==> src/hw/rtl/prce_pkg.sv <==
// Shared types and constants for the probe request channel extractor.
`default_nettype none

package prce_pkg;

    localparam int MAX_FRAME_BYTES = 4096;
    localparam int POS_W           = $clog2(MAX_FRAME_BYTES);
    localparam logic [POS_W-1:0] POS_MAX = POS_W'(MAX_FRAME_BYTES - 1);

    localparam int LEN_W  = 12;
    localparam int DATA_W = 8;
    localparam int CHAN_W = 4;

    localparam logic [LEN_W-1:0]  HDR_BYTES     = LEN_W'(24);
    localparam logic [LEN_W-1:0]  FCS_BYTES     = LEN_W'(4);
    localparam logic [DATA_W-1:0] DS_PARAM_ID   = DATA_W'(3);
    localparam logic [DATA_W-1:0] FC_TYPE_MASK  = 8'hFC;
    localparam logic [DATA_W-1:0] FC_PROBE_REQ  = 8'h40;
    localparam logic [DATA_W-1:0] CHAN_MIN      = DATA_W'(1);
    localparam logic [DATA_W-1:0] CHAN_MAX      = DATA_W'(14);
    localparam logic [CHAN_W-1:0] CHAN_RESET    = CHAN_W'(5);

    typedef enum logic [2:0] {
        PH_HEADER,
        PH_ID,
        PH_LEN,
        PH_BODY,
        PH_DONE
    } t_phase;

    typedef struct packed {
        logic [DATA_W-1:0] data;
        logic              start_of_frame;
        logic              end_of_frame;
        logic [LEN_W-1:0]  total_len;
    } t_req_in;

    typedef struct packed {
        logic [CHAN_W-1:0] channel;
        logic              updated;
    } t_result;

    typedef struct packed {
        logic    fire;
        t_result res;
    } t_parse_out;

endpackage

`default_nettype wire

==> src/hw/rtl/prce_parser.sv <==
// Per-byte information element walker holding the frame and channel state.
`default_nettype none

module prce_parser (
    input  wire logic                 i_clk,
    input  wire logic                 i_rst_n,
    input  wire logic                 i_accept,
    input  wire prce_pkg::t_req_in    i_req,
    output prce_pkg::t_parse_out      o_pout
);

    logic [prce_pkg::POS_W-1:0]  r_pos,    n_pos;
    prce_pkg::t_phase            r_phase,  n_phase;
    logic [prce_pkg::DATA_W-1:0] r_id,     n_id;
    logic [prce_pkg::DATA_W-1:0] r_left,   n_left;
    logic [prce_pkg::DATA_W-1:0] r_elen,   n_elen;
    logic                        r_qual,   n_qual;
    logic [prce_pkg::CHAN_W-1:0] r_chan,   n_chan;
    logic                        r_set,    n_set;

    always_ff @(posedge i_clk) begin
        if (!i_rst_n) begin
            r_pos   <= '0;
            r_phase <= prce_pkg::PH_HEADER;
            r_id    <= '0;
            r_left  <= '0;
            r_elen  <= '0;
            r_qual  <= 1'b0;
            r_chan  <= prce_pkg::CHAN_RESET;
            r_set   <= 1'b0;
        end else if (i_accept) begin
            r_pos   <= n_pos;
            r_phase <= n_phase;
            r_id    <= n_id;
            r_left  <= n_left;
            r_elen  <= n_elen;
            r_qual  <= n_qual;
            r_chan  <= n_chan;
            r_set   <= n_set;
        end
    end

    logic [prce_pkg::POS_W-1:0]  c_pos;
    logic [prce_pkg::LEN_W-1:0]  limit;
    logic [prce_pkg::LEN_W:0]    elem_end;
    logic [prce_pkg::DATA_W-1:0] d;
    logic [prce_pkg::DATA_W-1:0] left_dec;

    always_comb begin
        d = i_req.data;

        // start flag drops whatever frame was in progress
        c_pos   = r_pos;
        n_phase = r_phase;
        n_id    = r_id;
        n_left  = r_left;
        n_elen  = r_elen;
        n_qual  = r_qual;
        n_set   = r_set;
        n_chan  = r_chan;
        if (i_req.start_of_frame) begin
            c_pos   = '0;
            n_phase = prce_pkg::PH_HEADER;
            n_id    = '0;
            n_left  = '0;
            n_elen  = '0;
            n_qual  = 1'b0;
            n_set   = 1'b0;
        end

        limit = (i_req.total_len > prce_pkg::FCS_BYTES) ?
                (i_req.total_len - prce_pkg::FCS_BYTES) : '0;
        elem_end = {1'b0, prce_pkg::LEN_W'(c_pos)} + (prce_pkg::LEN_W+1)'(1)
                 + (prce_pkg::LEN_W+1)'(d);
        left_dec = n_left - prce_pkg::DATA_W'(1);

        case (n_phase)
            prce_pkg::PH_HEADER: begin
                if (c_pos == '0) begin
                    n_qual = ((d & prce_pkg::FC_TYPE_MASK) == prce_pkg::FC_PROBE_REQ) &&
                             (i_req.total_len > (prce_pkg::HDR_BYTES + prce_pkg::FCS_BYTES));
                end
                if (prce_pkg::LEN_W'(c_pos) >= (prce_pkg::HDR_BYTES - prce_pkg::LEN_W'(1))) begin
                    n_phase = n_qual ? prce_pkg::PH_ID : prce_pkg::PH_DONE;
                end
            end
            prce_pkg::PH_ID: begin
                if (prce_pkg::LEN_W'(c_pos) >= limit) begin
                    n_phase = prce_pkg::PH_DONE;
                end else begin
                    n_id    = d;
                    n_phase = prce_pkg::PH_LEN;
                end
            end
            prce_pkg::PH_LEN: begin
                if (prce_pkg::LEN_W'(c_pos) >= limit) begin
                    n_phase = prce_pkg::PH_DONE;
                end else if (elem_end > {1'b0, limit}) begin
                    // element would run past the FCS
                    n_phase = prce_pkg::PH_DONE;
                end else begin
                    n_elen  = d;
                    n_left  = d;
                    n_phase = (d == '0) ? prce_pkg::PH_ID : prce_pkg::PH_BODY;
                end
            end
            prce_pkg::PH_BODY: begin
                if (prce_pkg::LEN_W'(c_pos) >= limit) begin
                    n_phase = prce_pkg::PH_DONE;
                end else if ((n_left == n_elen) && (n_id == prce_pkg::DS_PARAM_ID) &&
                             (n_elen == prce_pkg::DATA_W'(1)) &&
                             (d >= prce_pkg::CHAN_MIN) && (d <= prce_pkg::CHAN_MAX)) begin
                    n_chan  = prce_pkg::CHAN_W'(d);
                    n_set   = 1'b1;
                    n_phase = prce_pkg::PH_DONE;
                end else begin
                    n_left = left_dec;
                    if (left_dec == '0) begin
                        n_phase = prce_pkg::PH_ID;
                    end
                end
            end
            default: begin
                n_phase = prce_pkg::PH_DONE;
            end
        endcase

        n_pos = (c_pos < prce_pkg::POS_MAX) ? (c_pos + prce_pkg::POS_W'(1)) : c_pos;

        o_pout.fire        = i_accept && i_req.end_of_frame;
        o_pout.res.channel = n_chan;
        o_pout.res.updated = n_set;

        if (i_req.end_of_frame) begin
            n_pos   = '0;
            n_phase = prce_pkg::PH_HEADER;
            n_id    = '0;
            n_left  = '0;
            n_elen  = '0;
            n_qual  = 1'b0;
            n_set   = 1'b0;
        end
    end

endmodule

`default_nettype wire

==> src/hw/rtl/prce_out_reg.sv <==
// Result register that decouples the output handshake from the parser.
`default_nettype none

module prce_out_reg (
    input  wire logic                 i_clk,
    input  wire logic                 i_rst_n,
    input  wire prce_pkg::t_parse_out i_pout,
    input  wire logic                 i_out_ready,
    output logic                      o_in_ready,
    output logic                      o_out_valid,
    output prce_pkg::t_result         o_out_res
);

    logic              r_valid, n_valid;
    prce_pkg::t_result r_res;

    // a new byte may enter whenever the held result leaves this cycle
    assign o_in_ready = !r_valid || i_out_ready;

    always_comb begin
        n_valid = r_valid;
        if (i_pout.fire) begin
            n_valid = 1'b1;
        end else if (i_out_ready) begin
            n_valid = 1'b0;
        end
    end

    always_ff @(posedge i_clk) begin
        if (!i_rst_n) begin
            r_valid <= 1'b0;
        end else begin
            r_valid <= n_valid;
        end
    end

    always_ff @(posedge i_clk) begin
        if (i_pout.fire) begin
            r_res <= i_pout.res;
        end
    end

    assign o_out_valid = r_valid;
    assign o_out_res   = r_res;

endmodule

`default_nettype wire

==> src/hw/rtl/probe_request_channel_extractor_core.sv <==
// Top level of the probe request channel extractor.
//
//  channel | valid       | ready       | payload
//  --------+-------------+-------------+----------------------------------
//  in      | i_in_valid  | o_in_ready  | i_in_req  (one frame byte)
//  out     | o_out_valid | i_out_ready | o_out_res (channel, updated)
//
// One byte is taken each cycle o_in_ready is high; parse state updates on accept.
// A result appears in the output register the cycle after an end-of-frame byte.
// Reset (synchronous, active low) sets the scan channel to 5 and clears the walk.
// While a result waits, bytes keep flowing if the same cycle drains it;
// otherwise o_in_ready drops until the result is taken.
`default_nettype none

module probe_request_channel_extractor_core (
    input  wire logic               i_clk,
    input  wire logic               i_rst_n,
    input  wire logic               i_in_valid,
    output logic                    o_in_ready,
    input  wire prce_pkg::t_req_in  i_in_req,
    output logic                    o_out_valid,
    input  wire logic               i_out_ready,
    output prce_pkg::t_result       o_out_res
);

    logic                 accept;
    prce_pkg::t_parse_out pout;

    assign accept = i_in_valid && o_in_ready;

    prce_parser u_parser (
        .i_clk    (i_clk),
        .i_rst_n  (i_rst_n),
        .i_accept (accept),
        .i_req    (i_in_req),
        .o_pout   (pout)
    );

    prce_out_reg u_out_reg (
        .i_clk       (i_clk),
        .i_rst_n     (i_rst_n),
        .i_pout      (pout),
        .i_out_ready (i_out_ready),
        .o_in_ready  (o_in_ready),
        .o_out_valid (o_out_valid),
        .o_out_res   (o_out_res)
    );

endmodule

`default_nettype wire
==> config.mk <==
export PLATFORM = sky130hd
export DESIGN_NAME = probe_request_channel_extractor_core
export DESIGN_NICKNAME = d
export VERILOG_FILES = /design/src/hw/rtl/prce_pkg.sv /design/src/hw/rtl/prce_parser.sv /design/src/hw/rtl/prce_out_reg.sv /design/src/hw/rtl/probe_request_channel_extractor_core.sv
export SDC_FILE = /design/constraint.sdc
export NUM_CORES = 1
export LEC_CHECK = 0
export BUFFER_PORTS_ARGS = -buffer_cell sky130_fd_sc_hd__buf_2
export CORE_ASPECT_RATIO = 1.2
export CORE_MARGIN = 5
export CORE_UTILIZATION = 55
export DETAILED_ROUTE_END_ITERATION = 8
export MAX_ROUTING_LAYER = met4
export PLACE_DENSITY = 0.83
export SLEW_MARGIN = 10
export SYNTH_ARGS = -nofsm -noshare
export SYNTH_HDL_FRONTEND = slang
export SYNTH_SLANG_ARGS = --single-unit
==> constraint.sdc <==
create_clock -name i_clk -period 6.85 [get_ports i_clk]
set_input_delay 1.37 -clock i_clk [delete_from_list [all_inputs] [get_ports i_clk]]
set_output_delay 1.37 -clock i_clk [all_outputs]
set_load 0.03 [all_outputs]
Word-level counts from Yosys, hierarchy flattened
Cells that the tools add are included.
{ "word_totals": {"ff_bits": 51, "latch_bits": 0, "ramBits": 0, "romBits": 0, "out_inout_bits": 7, "memories": 0} }
{ "op_classes": {"n_addsub": 5, "n_mul": 0, "div_mod_pow": 0, "order_cmp": 8, "eq_ne": 7, "shifts": 0, "muxes": 47, "n_bitwise": 0, "reduce_logical": 14} }
{ "ops": {"columns": ["op", "n"], "rows": [
  ["$mux W8", 15],
  ["$mux W12", 4],
  ["$mux W3", 10],
  ["$logic_not A8 Y1", 2],
  ["$pmux W8 S2", 1],
  ["$add A12 B1 Y13 const B", 1],
  ["$add A13 B8 Y13", 1],
  ["$gt A13 B12 Y1", 1],
  ["$add A12 B1 Y12 const B", 1],
  ["$ge A12 B12 Y1", 1],
  ["$ge A12 B5 Y1 const B", 1],
  ["$gt A12 B3 Y1 const B", 1],
  ["$gt A12 B5 Y1 const B", 1],
  ["$logic_not A12 Y1", 1],
  ["$lt A12 B12 Y1 const B", 1],
  ["$mux W1", 12],
  ["$mux W4", 3],
  ["$pmux W3 S4", 1],
  ["$sub A12 B3 Y12 const B", 1],
  ["$eq A8 B1 Y1 const B", 1],
  ["$eq A8 B2 Y1 const B", 1],
  ["$eq A8 B8 Y1", 1],
  ["$ge A8 B1 Y1 const B", 1],
  ["$le A8 B4 Y1 const B", 1],
  ["other kinds (10)", 17]
]} }

Depth between registers and ports, before layout
{ "depth": {"depth_word": 10, "mapped_depth": 24} }

By module
A second synthesis with hierarchy kept.
{ "unflattened": {"cells_unflattened": 541, "hier_area_um2": 4322.9} }
{ "modules_own_cells": {"columns": ["module", "instances", "cells_per_inst", "area_per_inst_um2"], "rows": [
  ["prce_parser", 1, 531, 4117.7],
  ["prce_out_reg", 1, 9, 198.9],
  ["probe_request_channel_extractor_core", 1, 1, 6.3]
]} }

Worst setup path after synthesis
Ideal clock, no wire load.
{ "synth_timing": {"path_type": "input-to-reg", "start": "in i_in_req[13] (netlist bit)", "end": "reg u_parser.r_left[3] (netlist bit)", "setup_time_ns": 0.079, "arrival_time_ns": 5.452, "path_slack_ns": 1.319, "path_stages": 23, "path_buffers": 3, "path_cell_list": "buf_2 inv_1 clkbuf_1 nand2_1 ha_1 inv_1 o221ai_1 o211a_1 a211oi_1 nor2_1 o311ai_0 a21o_1 a21oi_1 ha_1 o21a_1 o21a_1 o32ai_1 a31oi_1 a2111oi_2 buf_4 nand2_1 and3_1 a211oi_2"} }
{ "synth_via": {"elab_chain_cells": 10, "word_cells_on_any_way": 25} }
{ "synth_rtl": {"columns": ["item", "line", "rtl"], "rows": [
  ["start, declared", "probe_request_channel_extractor_core.sv:20", "input wire prce_pkg::t_req_in i_in_req,"],
  ["parallel branches: the longest is 8 deep, another holds $add A12 B1 Y13", null, null],
  ["$pmux W8 S2 *", "prce_parser.sv:77", "case (n_phase)"],
  ["$mux W8 *", "prce_parser.sv:134", "if (i_req.end_of_frame) begin"],
  ["end signal, assigned", "prce_parser.sv:35", "r_left <= n_left;"],
  ["end, declared", "prce_parser.sv:15", "logic [prce_pkg::DATA_W-1:0] r_left, n_left;"]
]} }
Mark *: on every way between the ends.
A chain may end at the register's enable or synchronous reset.

Worst setup path after layout
Same ends and word-level chain as after synthesis.

==> impl_metrics.csv <==
group,metric,value,unit
sta,setup_viol,0,
worst_setup_path,slowest_delay,0.63,ns
clock_network,postCtsSetupBuffers,0,
run,max_cap_viol_count,0,
die,start_util,0.561,
sta,hold_viol_final,0,
worst_setup_path,cp-start-kind,"primary input",
layout,area_delta_synth_final,6.75,%
sta,post-route-min-period,5.56,ns
yosys,synth_cells,563,
routing,wl,12.8,mm
routing,wire_per_inst,19.1,um
die,die_h,107,um
clock_network,clk_pin_slew_worst_paths,0.09,ns
yosys,synth_fp_nets,622,
worst_setup_path,path_cells,"buf_2 -> nor2b_1 -> xor2_1 -> ha_1 -> a21oi_1 -> a221oi_1 -> a2111oi_0 -> a32oi_1 -> nand3_1 -> xnor2_1 -> ha_1 -> a2111oi_0 -> a31oi_1 -> a211oi_1 -> o21ai_0 -> nand2_1 -> a211oi_2",
layout,fin_cells,671,
pwr,finalPower,0.616,mW
layout,final_cell_mix,"68 x nor2_1, 56 x nand2_1, 46 x dfxtp_1",
worst_setup_path,critPathKind,"in2reg",
yosys,synth-seq-area-share,0.249,
routing,drtIter0Drc,468,
layout,drive_above_1_share,0.112,
yosys,syn_area_per_cell,7.64,um^2
worst_setup_path,crit_slowest_cell,"a211oi_1",
clock_network,cts_buffers,5,
place,postPlaceCellArea,4490,um^2
routing,via_count,4584,
die,dieArea,9700,um^2
yosys,syn_area,4300,um^2
clock_network,cts_buffer_depth,2,
die,coreArea,7660,um^2
global_route,overflow,0,
global_route,grt_max_degree,36,
yosys,synth_warnings,0,
routing,viasPerCell,6.83,
sta,drv_slew,0,
yosys,synth_largest_area_cell,"dfxtp_1",
yosys,ys_async_sr_fraction,0,
status,status,"completed",
worst_setup_path,cp_max_fo,8,
yosys,synth_seq_cells,51,
place,io_buffers,32,
layout,antenna_cells,0,
routing,drc,0,
layout,finalNetCount,637,
global_route,grt_util_all_layers,0.266,
place,hpwl,9.48,mm
layout,final_common_cell,"nor2_1",
yosys,synth.area.top_cells,"dfxtp_1 21%, ha_1 9.6%, nor2_1 5.9%, nand2_1 4.9%, a21oi_1 4.8%",
global_route,antenna_found_initial,0,
sta,rsz0062_at_grt,"no",
pwr,p_per_area,134,nW/um^2
die,dieWidth,90.7,um
global_route,grt_pass1_wl,20.8,mm
sta,maxSlewHeadroom,0.312,
clock_network,cts_tree,"done",
pwr,ir_drop,142,uV
sta,skew,0.00774,ns
clock_network,cts.sinks,51,
die,io_pins,33,
clock_network,clock_latency,0.30,ns
pwr,p_leak,1.78,nW
routing,dr.pass1.iters,9,
clock_network,cts_hold_buffers,0,
global_route,grt_pass1_vias,4425,
yosys,synth_flop_cell,"dfxtp_1",
yosys,synth_top_area_frac,0.214,
layout,stdcell_area,4590,um^2
place,dp_cells,663,
worst_setup_path,worstPathArrival,5.71,ns
min_path,hold_path_class,"reg2reg",
yosys,synth_edf_count,5,
clock_network,cts-root-buf,"clkbuf_8",
clock_network,cts_resized,0,
sta,tightest_slew,1.03,ns
sta,fmax,180,MHz
place,place_congestion,1.01,
die,num_rows,35,
clock_network,cts.htree.levels,2,
yosys,synth_cell_types,74,
sta,post-route-period-util,0.812,
routing,antenna_left,0,
worst_setup_path,critPathCaptureType,"flip-flop",
sta,finalSetupTns,0,ns
worst_setup_path,crit_required,6.99,ns
==> power by group <==
part / internal (mW) / switching [mW] / leakage [nW]
logic: 0.0396 / 0.0782 / 1.31
registers: 0.305 / 0.00279 / 0.418
clock network: 0.0924 / 0.0978 / 0.0515
total: 0.437 / 0.179 / 1.78
==> synthesized netlist by cell type, types with 4 or more instances <==
library cell / instances
a211oi_1: 6
a21o_1: 5
a21oi_1: 41
a221oi_1: 7
a22oi_1: 10
a31oi_1: 6
a32o_1: 8
and3_1: 4
buf_2: 5
clkbuf_1: 19
dfxtp_1: 46
edfxtp_1: 5
ha_1: 33
inv_1: 26
nand2_1: 56
nand2b_1: 10
nand3_1: 17
nand4_1: 5
nor2_1: 68
nor2b_1: 12
nor3_1: 14
nor3b_1: 4
nor4_1: 8
o211ai_1: 6
o21a_1: 4
o21ai_0: 29
o22ai_1: 4
o31ai_1: 6
or2_2: 5
or4_1: 5
xnor2_1: 19
xor2_1: 6
==> registers in the layout (all words and copies together), names as in the netlist <==
| name | cells |
|---|---|
| u_parser.r_pos | 12 |
| u_parser.r_elen | 8 |
| u_parser.r_id | 8 |
| u_parser.r_left | 8 |
| u_out_reg.o_out_res | 5 |
| u_parser.r_chan | 4 |
| u_parser.r_phase | 3 |
| u_out_reg.o_out_valid | 1 |
| u_parser.r_qual | 1 |
| u_parser.r_set | 1 |
==> kinds of logic after synthesis <==
kind of cell	share of synthesized area
AO/OA/AOI/OAI	0.265
flip-flops	0.249
buffers and inverters	0.0494
XOR/XNOR	0.0509
AND/OR/NAND/NOR	0.273
adder cells (fa/ha/maj)	0.0960
multiplexers	0.0169
==> worst max-delay path: cells and delay by family <==
kind	cells	cell delay, ns
compound gates	9	2.64
simple gates	3	0.66
fa+ha+maj	2	0.52
xor+xnor	2	0.35
buf+inv	1	0.15
==> area by class of cell <==
| cell class | count | area (um^2) |
|---|---|---|
| fill | 695 | 3070 |
| multi-input combinational | 458 | 3020 |
| sequential | 51 | 1070 |
| timing repair buffer | 36 | 190 |
| tap | 92 | 115 |
| clock buffer | 8 | 100 |
| inverter | 26 | 97.6 |
==> per-stage QoR <==
stage	utilization	worst slack, ns	hold slack, ns
2_1_floorplan	-	1.32	0.437
3_3_place_gp	0.586	1.26	0.451
3_5_place_dp	0.586	1.08	0.459
4_1_cts	0.599	1.39	0.481
5_1_grt	0.599	0.943	0.521
6_report	0.599	1.29	0.478
==> final timing paths <==
path                                         from                         endpoint  slack [ns]  depth (start not counted)
setup / recovery                     i_in_req[13]  u_parser.r_left[3]$_SDFFE_PN0P_        1.29                         17
hold / removal    u_parser.r_chan[0]$_SDFFE_PN1P_  u_parser.r_chan[0]$_SDFFE_PN1P_        0.48                          2
setup reg to reg   u_parser.r_pos[1]$_SDFFE_PN0P_  u_parser.r_left[3]$_SDFFE_PN0P_        2.02                         16
hold reg to reg   u_parser.r_chan[0]$_SDFFE_PN1P_  u_parser.r_chan[0]$_SDFFE_PN1P_        0.48                          2
==> metal layers <==
layer,part of all wire,vias up,routed length (um),GRT usage
met3,0.083,81,1070,0.0372
li1,-,2107,-,-
met5,0,-,0,-
met1,0.37,2119,4710,0.286
met4,0.063,0,813,0.172
met2,0.49,277,6250,0.458
Note: power is estimated with default switching activity, not from simulation.
